[src/rtl/cosine_top_k_search_defines.svh]
// Assertion macros for the cosine top-k search block
`ifndef COSINE_TOP_K_SEARCH_DEFINES_SVH
`define COSINE_TOP_K_SEARCH_DEFINES_SVH

// same-cycle implication, reset masked
`define CTS_ASSERT_IMPL(label, ante, cons, msg) \
    label: assert property (@(posedge i_clk) disable iff (!i_rst_n) (ante) |-> (cons)) \
        else $error(msg);

// next-cycle implication, reset masked
`define CTS_ASSERT_NEXT(label, ante, cons, msg) \
    label: assert property (@(posedge i_clk) disable iff (!i_rst_n) (ante) |=> (cons)) \
        else $error(msg);

`endif

[src/rtl/cts_pkg.sv]
// Shared types and constants for the cosine top-k search block
package cts_pkg;
    localparam int VALUE_BITS = 16;
    localparam int DOT_W      = 42;
    localparam int NRG_W      = 41;
    localparam int PROD_W     = 82;
    localparam int SRCH_W     = 113;
    localparam int LEN_W      = 11;
    localparam int KC_W       = 5;
    localparam int IDX_W      = 20;
    localparam int TOP_K      = 16;
    localparam int SLOT_W     = 4;
    localparam int MAX_DIM    = 1024;
    localparam int MUL_STEPS  = 41;
    localparam int FIFO_DEPTH = 4;
    localparam int FPTR_W     = 2;
    localparam logic [IDX_W-1:0] IDX_MAX = '1;

    localparam logic REG_VLEN = 1'b0;
    localparam logic REG_KEPT = 1'b1;

    typedef enum logic [2:0] {
        ST_IDLE,
        ST_MUL,
        ST_SRCH,
        ST_INS,
        ST_EMIT
    } t_state;

    // one closed database vector
    typedef struct packed {
        logic signed [DOT_W-1:0] dot;
        logic [NRG_W-1:0]        nq;
        logic [NRG_W-1:0]        nd;
        logic [IDX_W-1:0]        idx;
        logic                    last;
    } t_vec;

    typedef struct packed {
        logic                empty;
        logic                full;
        logic [FPTR_W:0]     count;
    } t_fifo_stat;
endpackage

[src/rtl/cts_fifo.sv]
// Short queue of closed vectors between front and back
module cts_fifo (
    input  logic                 i_clk,
    input  logic                 i_rst_n,
    input  logic                 i_push,
    input  cts_pkg::t_vec        i_vec,
    input  logic                 i_pop,
    output cts_pkg::t_vec        o_vec,
    output cts_pkg::t_fifo_stat  o_stat
);
    import cts_pkg::*;

    t_vec               r_mem [FIFO_DEPTH];
    logic [FPTR_W-1:0]  r_wp, r_rp;
    logic [FPTR_W:0]    r_cnt;

    assign o_vec        = r_mem[r_rp];
    assign o_stat.empty = (r_cnt == '0);
    assign o_stat.full  = (r_cnt == (FPTR_W+1)'(FIFO_DEPTH));
    assign o_stat.count = r_cnt;

    always_ff @(posedge i_clk) begin
        if (i_push) begin
            r_mem[r_wp] <= i_vec;
        end
    end

    always_ff @(posedge i_clk) begin
        if (!i_rst_n) begin
            r_wp  <= '0;
            r_rp  <= '0;
            r_cnt <= '0;
        end else begin
            if (i_push) r_wp <= r_wp + 1'b1;
            if (i_pop)  r_rp <= r_rp + 1'b1;
            r_cnt <= r_cnt + (FPTR_W+1)'(i_push) - (FPTR_W+1)'(i_pop);
        end
    end
endmodule

[config.mk]
export PLATFORM = sky130hd
export DESIGN_NAME = cts_fifo
export DESIGN_NICKNAME = d
export VERILOG_FILES = /design/src/rtl/cosine_top_k_search_defines.svh /design/src/rtl/cts_pkg.sv /design/src/rtl/cts_fifo.sv
export SDC_FILE = /design/constraint.sdc
export NUM_CORES = 1
export LEC_CHECK = 0
export BUFFER_PORTS_ARGS = -buffer_cell sky130_fd_sc_hd__buf_2
export CAP_MARGIN = 20
export CORE_ASPECT_RATIO = 1.4
export CORE_UTILIZATION = 25
export CTS_BUF_LIST = sky130_fd_sc_hd__clkbuf_4 sky130_fd_sc_hd__clkbuf_8 sky130_fd_sc_hd__clkbuf_16
export DETAILED_ROUTE_END_ITERATION = 7
export MAX_ROUTING_LAYER = met4
export PLACE_DENSITY = 0.47
export SLEW_MARGIN = 30
export SYNTH_ARGS = -nofsm -noshare
export SYNTH_HDL_FRONTEND = slang
export SYNTH_SLANG_ARGS = --single-unit
[constraint.sdc]
create_clock -name i_clk -period 4.15 [get_ports i_clk]
set_input_delay 0.2075 -clock i_clk [delete_from_list [all_inputs] [get_ports i_clk]]
set_output_delay 0.2075 -clock i_clk [all_outputs]
set_load 0.1 [all_outputs]
==> load_flow_metrics.sql <==
INSERT INTO impl_metrics (metric_group, metric, value, unit) VALUES
('synth', 'synth.distinct_cells', '20', ''),
('pwr', 'intPower', '10.7', 'mW'),
('pwr', 'irDropWorstVdd', '0.000376', 'V'),
('clock_network', 'clk_latency', '620', 'ps'),
('setup_path', 'crit_fanout', '21', ''),
('clock_network', 'clk_path_buf_depth', '3', ''),
('global_route', 'tot_gr_track_use', '11.7', '%'),
('synth', 'synth_largest_type_area_fraction', '81.7', '%'),
('synth', 'postSynthRegisterBits', '589', ''),
('pwr', 'switching_share', '30.2', '%'),
('synth', 'synthesized_instance_count', '800', ''),
('timing', 'final-hold-violation-count', '0', ''),
('global_route', 'grt_max_degree', '76', ''),
('placement', 'detailedPlacementHpwl', '29.5', 'mm'),
('pwr', 'sequentialPowerShare', '45.3', '%'),
('clock_network', 'cts_root_buffer', 'sky130_fd_sc_hd__clkbuf_16', ''),
('setup_path', 'critical_path.max_stage_delay', '730', 'ps'),
('setup_path', 'crit_family', 'buffers and inverters', ''),
('hold_path', 'whs_path_depth', '2', ''),
('die', 'die_height', '348', 'um'),
('synth', 'yosysWarningCount', '0', ''),
('synth', 'yosys.area.top_type', 'sky130_fd_sc_hd__edfxtp_1', ''),
('timing', 'slew-limit-headroom', '39.8', '%'),
('clock_network', 'cts_buffers', '60', ''),
('setup_path', 'end_kind', 'primary output', ''),
('drt', 'detail_route.drc_violations', '0', ''),
('clock_network', 'clkTransAtPathRegs', '60', 'ps'),
('pwr', 'power_density', '548', 'nW/um^2'),
('layout', 'fin_util', '33.0', '%'),
('run_status', 'outcome', 'finished, final reports clean', ''),
('clock_network', 'hold_fix_buffer_count_after_cts', '148', ''),
('clock_network', 'cts_resizes', '0', ''),
('placement', 'buffer_ports.inserted', '298', ''),
('synth', 'synth.top_cells.by_area', 'sky130_fd_sc_hd__edfxtp_1, sky130_fd_sc_hd__mux4_2, sky130_fd_sc_hd__dfxtp_1', ''),
('setup_path', 'r2r_start', 'r_wp[0]$_SDFFE_PN0P_', ''),
('setup_path', 'critical_path.reg2reg.endpoint', 'r_mem[3][137]$_DFFE_PP_', ''),
('timing', 'final_tns_setup', '0', 'ps'),
('layout', 'num-nets-final', '1461', ''),
('setup_path', 'critical_path_arrival', '2810', 'ps'),
('drt', 'route.antenna.remaining_nets', '0', ''),
('drt', 'avgRoutedWirePerCell', '19.9', 'um'),
('synth', 'netlist_area', '21300', 'um^2'),
('drt', 'viasPerCell', '4.16', ''),
('clock_network', 'cts.sink_count', '589', ''),
('clock_network', 'ctsHtreeMaxLevel', '2', ''),
('layout', 'mostFrequentLayoutCell', 'sky130_fd_sc_hd__edfxtp_1', ''),
('drt', 'vias_post_dr', '10200', ''),
('timing', 'worst_clock_skew', '18.8', 'ps'),
('hold_path', 'hold_path_class', 'input port to flip-flop', ''),
('global_route', 'gr-total-overflow', '0', ''),
('timing', 'grt_setup_unrepaired', 'false', ''),
('synth', 'syn-num-nets', '956', ''),
('die', 'dieArea', '86500', 'um^2'),
('global_route', 'grt_pass1_wl', '73.1', 'mm'),
('global_route', 'grt_antenna_before_repair', '3', ''),
('placement', 'gpl.final_weighted_congestion', '0.703', ''),
('setup_path', 'cp_num_buf_inv', '3', ''),
('timing', 'fin_crit_sh', '72.8', '%'),
('drt', 'routed_wirelength', '48.7', 'mm'),
('global_route', 'number_of_global_route_vias_before_repair', '11600', ''),
('drt', 'drt-pass1-iter-count', '4', ''),
('setup_path', 'critical_path.endpoint', 'o_vec[119]', ''),
('setup_path', 'sort_of_element_at_the_start_of_the_critical_path', 'flip-flop', ''),
('pwr', 'power.net_switching', '4.61', 'mW'),
('pwr', 'clockPowerShare', '35.3', '%'),
('setup_path', 'reg2reg_slack', '2060', 'ps'),
('setup_path', 'worstSetupPathType', 'flip-flop to primary output', ''),
('pwr', 'power_leakage', '9.30', 'nW'),
('layout', 'fraction_of_layout_cells_with_a_size_suffix_above_1', '42.3', '%'),
('die', 'core_area', '84300', 'um^2'),
('timing', 'finalSetupViolCount', '0', '');
==> cell families (layout without fill, tap and decap cells) <==
kind of cell,Yosys count,in the layout,share of synthesized area [%]
flops,589,589,82.5
buf+inv,39,591,1.06
compound gates,2,2,0.0704
fa+ha+maj,7,7,0.446
other cells,0,3,0
simple gates,14,14,0.352
xor+xnor,3,3,0.194
mux,146,146,15.4
==> worst min path at each step <==
stage,startpoint,end
2_1_floorplan,i_vec[0],r_mem[0][0]$_DFFE_PP_
3_3_place_gp,i_vec[29],r_mem[1][29]$_DFFE_PP_
3_5_place_dp,i_vec[65],r_mem[3][65]$_DFFE_PP_
4_1_cts,i_vec[24],r_mem[1][24]$_DFFE_PP_
5_1_grt,i_vec[29],r_mem[3][29]$_DFFE_PP_
6_report,i_vec[24],r_mem[1][24]$_DFFE_PP_
==> through the flow <==
stage	hold slack [ps]	setup slack [ps]	area [um^2]	cells	power [mW]
floorplan	306	1070	21300	800	9.32
global route	282	903	27900	2443	15.8
global placement	418	1570	24400	2182	9.91
detailed placement	422	1680	24400	2183	9.94
CTS	257	953	27800	2440	15.5
finish	334	1130	27900	2443	15.3
==> synthesized netlist by cell type <==
cell,n
sky130_fd_sc_hd__edfxtp_1,580
sky130_fd_sc_hd__mux2i_1,1
sky130_fd_sc_hd__xnor2_1,2
sky130_fd_sc_hd__buf_2,16
sky130_fd_sc_hd__a21oi_1,1
sky130_fd_sc_hd__a21bo_2,1
sky130_fd_sc_hd__ha_1,6
sky130_fd_sc_hd__nor2_1,5
sky130_fd_sc_hd__xor3_1,1
sky130_fd_sc_hd__and3_1,1
sky130_fd_sc_hd__nor3_1,1
sky130_fd_sc_hd__inv_1,7
sky130_fd_sc_hd__nand3b_1,1
sky130_fd_sc_hd__mux4_2,145
sky130_fd_sc_hd__dfxtp_1,9
sky130_fd_sc_hd__clkbuf_1,7
sky130_fd_sc_hd__buf_4,2
sky130_fd_sc_hd__fa_1,1
sky130_fd_sc_hd__buf_6,7
sky130_fd_sc_hd__and2_1,6
==> registers in the layout (all words and copies together), names as in the netlist, named ones only <==
signal,count
r_cnt,3
r_mem,580
r_rp,2
r_wp,2
==> cell type report <==
| cell class | instances | area, um^2 | share of cell area (%) |
|---|---|---|---|
| multi-input combinational | 172 | 3510 | 12.6 |
| antenna | 3 | 7.51 | 0.0270 |
| sequential | 589 | 17600 | 63.2 |
| clock inverter | 37 | 367 | 1.32 |
| tap | 1088 | 1360 | 4.89 |
| inverter | 7 | 26.3 | 0.0943 |
| timing repair buffer | 475 | 3370 | 12.1 |
| clock buffer | 72 | 1610 | 5.78 |
==> power by group through the flow <==
stage,clock network [mW],registers [mW],logic [mW]
after floorplan,0,7.08,2.24
after global placement,0,7.05,2.86
after detailed placement,0,7.05,2.89
after CTS,5.59,6.92,3.01
after global routing,5.79,6.94,3.08
final,5.39,6.92,2.95
==> routing by layer <==
metal,vias up,global-route usage (%),share of wire [%]
met5,-,-,0
met4,0,3.78,2.4
met3,75,2.75,5.0
met2,241,20.7,53
met1,5366,12.9,39
li1,4491,-,-
(Power assumes the default switching activity.)
