### config.mk
export PLATFORM = sky130hd
export DESIGN_NAME = cts_front
export DESIGN_NICKNAME = d
export VERILOG_FILES = /design/src/rtl/cosine_top_k_search_defines.svh /design/src/rtl/cts_pkg.sv /design/src/rtl/cts_front.sv
export SDC_FILE = /design/constraint.sdc
export NUM_CORES = 2
export LEC_CHECK = 0
export ABC_CLOCK_PERIOD_IN_PS = 8400
export BUFFER_PORTS_ARGS = -buffer_cell sky130_fd_sc_hd__clkbuf_2
export CORE_MARGIN = 1.5
export CORE_UTILIZATION = 45
export CTS_CLUSTER_DIAMETER = 120
export DETAILED_ROUTE_END_ITERATION = 7
export PLACE_DENSITY = 0.69
export SETUP_SLACK_MARGIN = 0.1
export SYNTH_ARGS = -nofsm -noshare
export SYNTH_HDL_FRONTEND = slang
export SYNTH_SLANG_ARGS = --single-unit
### constraint.sdc
create_clock -name i_clk -period 8.4 [get_ports i_clk]
set_input_delay 0 -clock i_clk [delete_from_list [all_inputs] [get_ports i_clk]]
set_output_delay 0 -clock i_clk [all_outputs]
set_load 0.01 [all_outputs]
### src/rtl/cosine_top_k_search_defines.svh
// Assertion macros for the cosine top-k search block
`ifndef COSINE_TOP_K_SEARCH_DEFINES_SVH
`define COSINE_TOP_K_SEARCH_DEFINES_SVH

// same-cycle implication, reset masked
`define CTS_ASSERT_IMPL(label, ante, cons, msg) \
    label: assert property (@(posedge i_clk) disable iff (!i_rst_n) (ante) |-> (cons)) \
        else $error(msg);

// next-cycle implication, reset masked
`define CTS_ASSERT_NEXT(label, ante, cons, msg) \
    label: assert property (@(posedge i_clk) disable iff (!i_rst_n) (ante) |=> (cons)) \
        else $error(msg);

`endif

### src/rtl/cts_pkg.sv
// Shared types and constants for the cosine top-k search block
package cts_pkg;
    localparam int VALUE_BITS = 16;
    localparam int DOT_W      = 42;
    localparam int NRG_W      = 41;
    localparam int PROD_W     = 82;
    localparam int SRCH_W     = 113;
    localparam int LEN_W      = 11;
    localparam int KC_W       = 5;
    localparam int IDX_W      = 20;
    localparam int TOP_K      = 16;
    localparam int SLOT_W     = 4;
    localparam int MAX_DIM    = 1024;
    localparam int MUL_STEPS  = 41;
    localparam int FIFO_DEPTH = 4;
    localparam int FPTR_W     = 2;
    localparam logic [IDX_W-1:0] IDX_MAX = '1;

    localparam logic REG_VLEN = 1'b0;
    localparam logic REG_KEPT = 1'b1;

    typedef enum logic [2:0] {
        ST_IDLE,
        ST_MUL,
        ST_SRCH,
        ST_INS,
        ST_EMIT
    } t_state;

    // one closed database vector
    typedef struct packed {
        logic signed [DOT_W-1:0] dot;
        logic [NRG_W-1:0]        nq;
        logic [NRG_W-1:0]        nd;
        logic [IDX_W-1:0]        idx;
        logic                    last;
    } t_vec;

    typedef struct packed {
        logic                empty;
        logic                full;
        logic [FPTR_W:0]     count;
    } t_fifo_stat;
endpackage

### src/rtl/cts_front.sv
// Front end: accumulates dot product and norms, closes vectors
module cts_front (
    input  logic                          i_clk,
    input  logic                          i_rst_n,
    input  logic                          i_valid,
    output logic                          o_ready,
    input  logic signed [15:0]            i_q,
    input  logic signed [15:0]            i_d,
    input  logic                          i_last,
    input  logic [cts_pkg::LEN_W-1:0]     i_len,
    input  logic                          i_full,
    output logic                          o_push,
    output cts_pkg::t_vec                 o_vec
);
    import cts_pkg::*;

    logic signed [DOT_W-1:0] r_dot, n_dot;
    logic [NRG_W-1:0]        r_nq, n_nq, r_nd, n_nd;
    logic [LEN_W-1:0]        r_elem;
    logic [IDX_W-1:0]        r_vcnt;
    logic signed [31:0]      w_qd, w_qq, w_dd;
    logic                    w_acc, w_close;

    assign o_ready = !i_full;
    assign w_acc   = i_valid && !i_full;
    assign w_qd    = i_q * i_d;
    assign w_qq    = i_q * i_q;
    assign w_dd    = i_d * i_d;
    assign n_dot   = r_dot + DOT_W'(w_qd);
    assign n_nq    = r_nq + NRG_W'($unsigned(w_qq));
    assign n_nd    = r_nd + NRG_W'($unsigned(w_dd));
    assign w_close = i_last || (({1'b0, r_elem} + 12'd1) >= {1'b0, i_len});

    assign o_push   = w_acc && w_close;
    assign o_vec.dot  = n_dot;
    assign o_vec.nq   = n_nq;
    assign o_vec.nd   = n_nd;
    assign o_vec.idx  = r_vcnt;
    assign o_vec.last = i_last;

    always_ff @(posedge i_clk) begin
        if (!i_rst_n) begin
            r_dot  <= '0;
            r_nq   <= '0;
            r_nd   <= '0;
            r_elem <= '0;
            r_vcnt <= '0;
        end else if (w_acc) begin
            if (w_close) begin
                r_dot  <= '0;
                r_nq   <= '0;
                r_nd   <= '0;
                r_elem <= '0;
                if (i_last) begin
                    r_vcnt <= '0;
                end else if (r_vcnt != IDX_MAX) begin
                    r_vcnt <= r_vcnt + 1'b1;
                end
            end else begin
                r_dot  <= n_dot;
                r_nq   <= n_nq;
                r_nd   <= n_nd;
                r_elem <= r_elem + 1'b1;
            end
        end
    end
endmodule

==> results.json <==
{
  "status": "completed",
  "num_vias": 30170,
  "synth_top_family_by_area": "adder cells",
  "htreeDepth": 4,
  "critPathMaxFanout": 11,
  "cts_tree": "done",
  "ys_ff_latch": 155,
  "setup_viol": 0,
  "ant_nets": 0,
  "synth_ff_type": "dfxtp_1",
  "seqCellArea_mm2": 0.003103,
  "synth_area_per_cell_um2": 8.940,
  "drt-total-wl_um": 98840,
  "synth.mux.area_fraction": 0.0008126,
  "drv_cap": 0,
  "synthTopCellsByArea": "fa_1 41%, ha_1 12%, inv_1 9.4%, dfxtp_1 7.8%, nand2_1 4.2%",
  "postLayoutCellArea_mm2": 0.04334,
  "min_path_type": "primary input to register",
  "hpwl_um": 83080,
  "reg2regPathDepth": 19,
  "final_core_util": 0.4911,
  "synth_xor_area_frac": 0.04879,
  "io_pins": 195,
  "slew_viol_final": 0,
  "die_x_um": 301.3,
  "antenna_found_initial": 4,
  "synth_top_area_frac": 0.4066,
  "synth_adder_area_share": 0.5219,
  "clk_latency_ns": 0.52,
  "grt_remaining_overflow": 0,
  "syn_area_mm2": 0.04003,
  "timing.final.hold_violations": 0,
  "crit_slowest_cell": "fa_1",
  "dpl_cell_area_mm2": 0.04245,
  "nets": 5828,
  "path_class": "primary input to output port",
  "dr.pass1.iters": 8,
  "min_period_ns": 7.947,
  "area_growth_syn_to_layout_pct": 8.255,
  "synth.distinct_cells": 82,
  "syn_nets": 5708,
  "synth_edf_count": 0,
  "arrival_ns": 7.95,
  "root_buffer": "clkbuf_16",
  "fillers": 8299,
  "grtUsageTotal": 0.2289,
  "synthArstFlopShare": 0,
  "rsz0062_at_grt": "true",
  "grt_pass1_vias": 32010,
  "multi_input_area_mm2": 0.03265,
  "dieArea_mm2": 0.09076,
  "crit_path_end_kind": "output port",
  "synth_compound_area_frac": 0.1084,
  "initial_core_util": 0.4537,
  "yosysWarnings": 0,
  "core_area_mm2": 0.08824,
  "gp_congestion": 0.9048,
  "grt_max_degree": 75,
  "remaining_drc_errors": 0,
  "worstSetupStartpointType": "primary input",
  "min_path_cells": 3,
  "synth_top_cell_by_area": "fa_1",
  "ys_seq_area_frac": 0.07751,
  "finalCritPeriodShare": 0.9461,
  "port_buffers": 194,
  "slowest_delay_ns": 0.53,
  "wire_per_inst_um": 17.11,
  "worstMarginPinSlew_ns": 1.165,
  "skew_ns": 0.01900,
  "cpMostUsedCell": "fa_1",
  "rows": 109,
  "cts_buffer_depth": 2,
  "cp.required_ns": 8.40,
  "drt-initial-drc-count": 1527,
  "cts_buffers": 17,
  "grt_pass1_wl_um": 165200,
  "clk_pin_slew_worst_paths_ns": 0.08,
  "die_h_um": 301.3,
  "synthCells": 4478,
  "viasPerCell": 5.222,
  "synth-simple-area-share": 0.1315,
  "cts.sinks": 155,
  "drive_gt1_frac": 0.08241,
  "slew_headroom": 0.2214,
  "fmax_ghz": 0.1258
}
-- routing by layer --
| metal | part of all wire | up-vias | global-route usage |
|---|---|---|---|
| met2 | 0.50 | 727 | 0.3950 |
| li1 | - | 14150 | - |
| met1 | 0.42 | 15120 | 0.2930 |
| met4 | 0.034 | 0 | 0.08638 |
| met3 | 0.043 | 166 | 0.02817 |
| met5 | 0 | - | 0 |
-- final cells by class --
| cell class | instances | area share |
|---|---|---|
| Multi-Input combinational cell | 3139 | 0.7534 |
| Inverter | 1003 | 0.08705 |
| Sequential cell | 155 | 0.07160 |
| Timing Repair Buffer | 282 | 0.03976 |
| Tap cell | 1165 | 0.03364 |
| Clock buffer | 17 | 0.009816 |
| Clock inverter | 15 | 0.004591 |
| Antenna cell | 2 | 0.0001155 |
-- sequential cells by signal, indices dropped and copies added (netlist names) --
name,count
r_dot,42
r_elem,11
r_nd,41
r_nq,41
r_vcnt,20
-- worst paths after layout --
| path | from | end | slack, ns |
|---|---|---|---|
| setup / recovery | i_d[8] | o_vec[60] | 0.45 |
| setup reg to reg | r_dot[15] | r_dot[39] | 2.26 |
| hold reg to reg | r_dot[39] | r_dot[39] | 0.46 |
| hold / removal | i_rst_n | r_elem[6] | 0.20 |
-- logic make-up after synthesis --
kind of cell               count (synthesis)
buffers and inverters                   1184
adders and majority gates               1182
muxes                                      3
AOI/OAI and AO/OA                        625
DFF                                      155
xor gates and xnor gates                 223
and+or+nand+nor                         1106
-- layout by cell type, fill, tap and decap left out, drive strengths merged, types with 8 or more instances in the layout --
cell	synthesis	routed
a21o	81	81
and2	169	169
and3	30	30
clkbuf	169	209
xor2	86	86
a21boi	47	47
buf	12	89
o21a	22	22
inv	1001	1007
o211ai	16	16
and4	10	10
nand2	452	452
dfxtp	155	155
a211oi	13	13
fa	813	813
a22o	56	56
or3	8	8
a2111oi	8	8
a22oi	25	25
nand3	83	83
ha	369	369
a31oi	23	23
o21bai	15	15
nand4	28	28
a211o	9	9
clkinv	2	8
nor2b	48	48
nand2b	33	33
o21ai	98	98
o31ai	11	11
a221oi	8	8
nor2	181	181
a21oi	144	144
nor3	32	32
xnor2	137	137
-- repair_timing --
| item | CTS | global route |
|---|---|---|
| buffers inserted | 0 | 2 |
| gates cloned | 0 | 0 |
| resized for setup | 2 | 70 |
| hold endpoints to repair | 1 | 0 |
| pin swaps | 0 | 5 |
| endpoints found under the setup margin | 2 | 22 |
| hold buffers | 1 | 0 |
-- stage by stage --
| stage | worst slack (ns) | cells | setup TNS, ns | hold slack (ns) |
|---|---|---|---|---|
| floorplan | 0.6000 | 4478 | 0 | 0.05087 |
| global placement | 0.05841 | 5741 | 0 | 0.3017 |
| detailed placement | -0.1230 | 5741 | -0.1591 | 0.3000 |
| CTS | 0.2071 | 5774 | 0 | 0.1528 |
| global route | 0.06282 | 5777 | 0 | 0.2210 |
| finish | 0.4531 | 5778 | 0 | 0.1995 |
-- synth_stat cells, drive strengths merged, types with 48 or more instances --
cell    number
nor2       181
a21o        81
inv       1001
nand3       83
xor2        86
fa         813
nand2      452
a21oi      144
a22o        56
nor2b       48
xnor2      137
o21ai       98
ha         369
and2       169
clkbuf     169
dfxtp      155
-- critical path, delay by kind of cell --
| family | cells | cell delay (ns) |
|---|---|---|
| AND/OR/NAND/NOR | 5 | 1.07 |
| XOR/XNOR | 2 | 0.34 |
| buffers and inverters | 7 | 0.70 |
| adder cells (fa/ha/maj) | 8 | 3.68 |
| AO/OA/AOI/OAI | 8 | 2.14 |
Power is not shown: default switching activity piles up to over one toggle a cycle in this logic, so the estimate is an artifact.
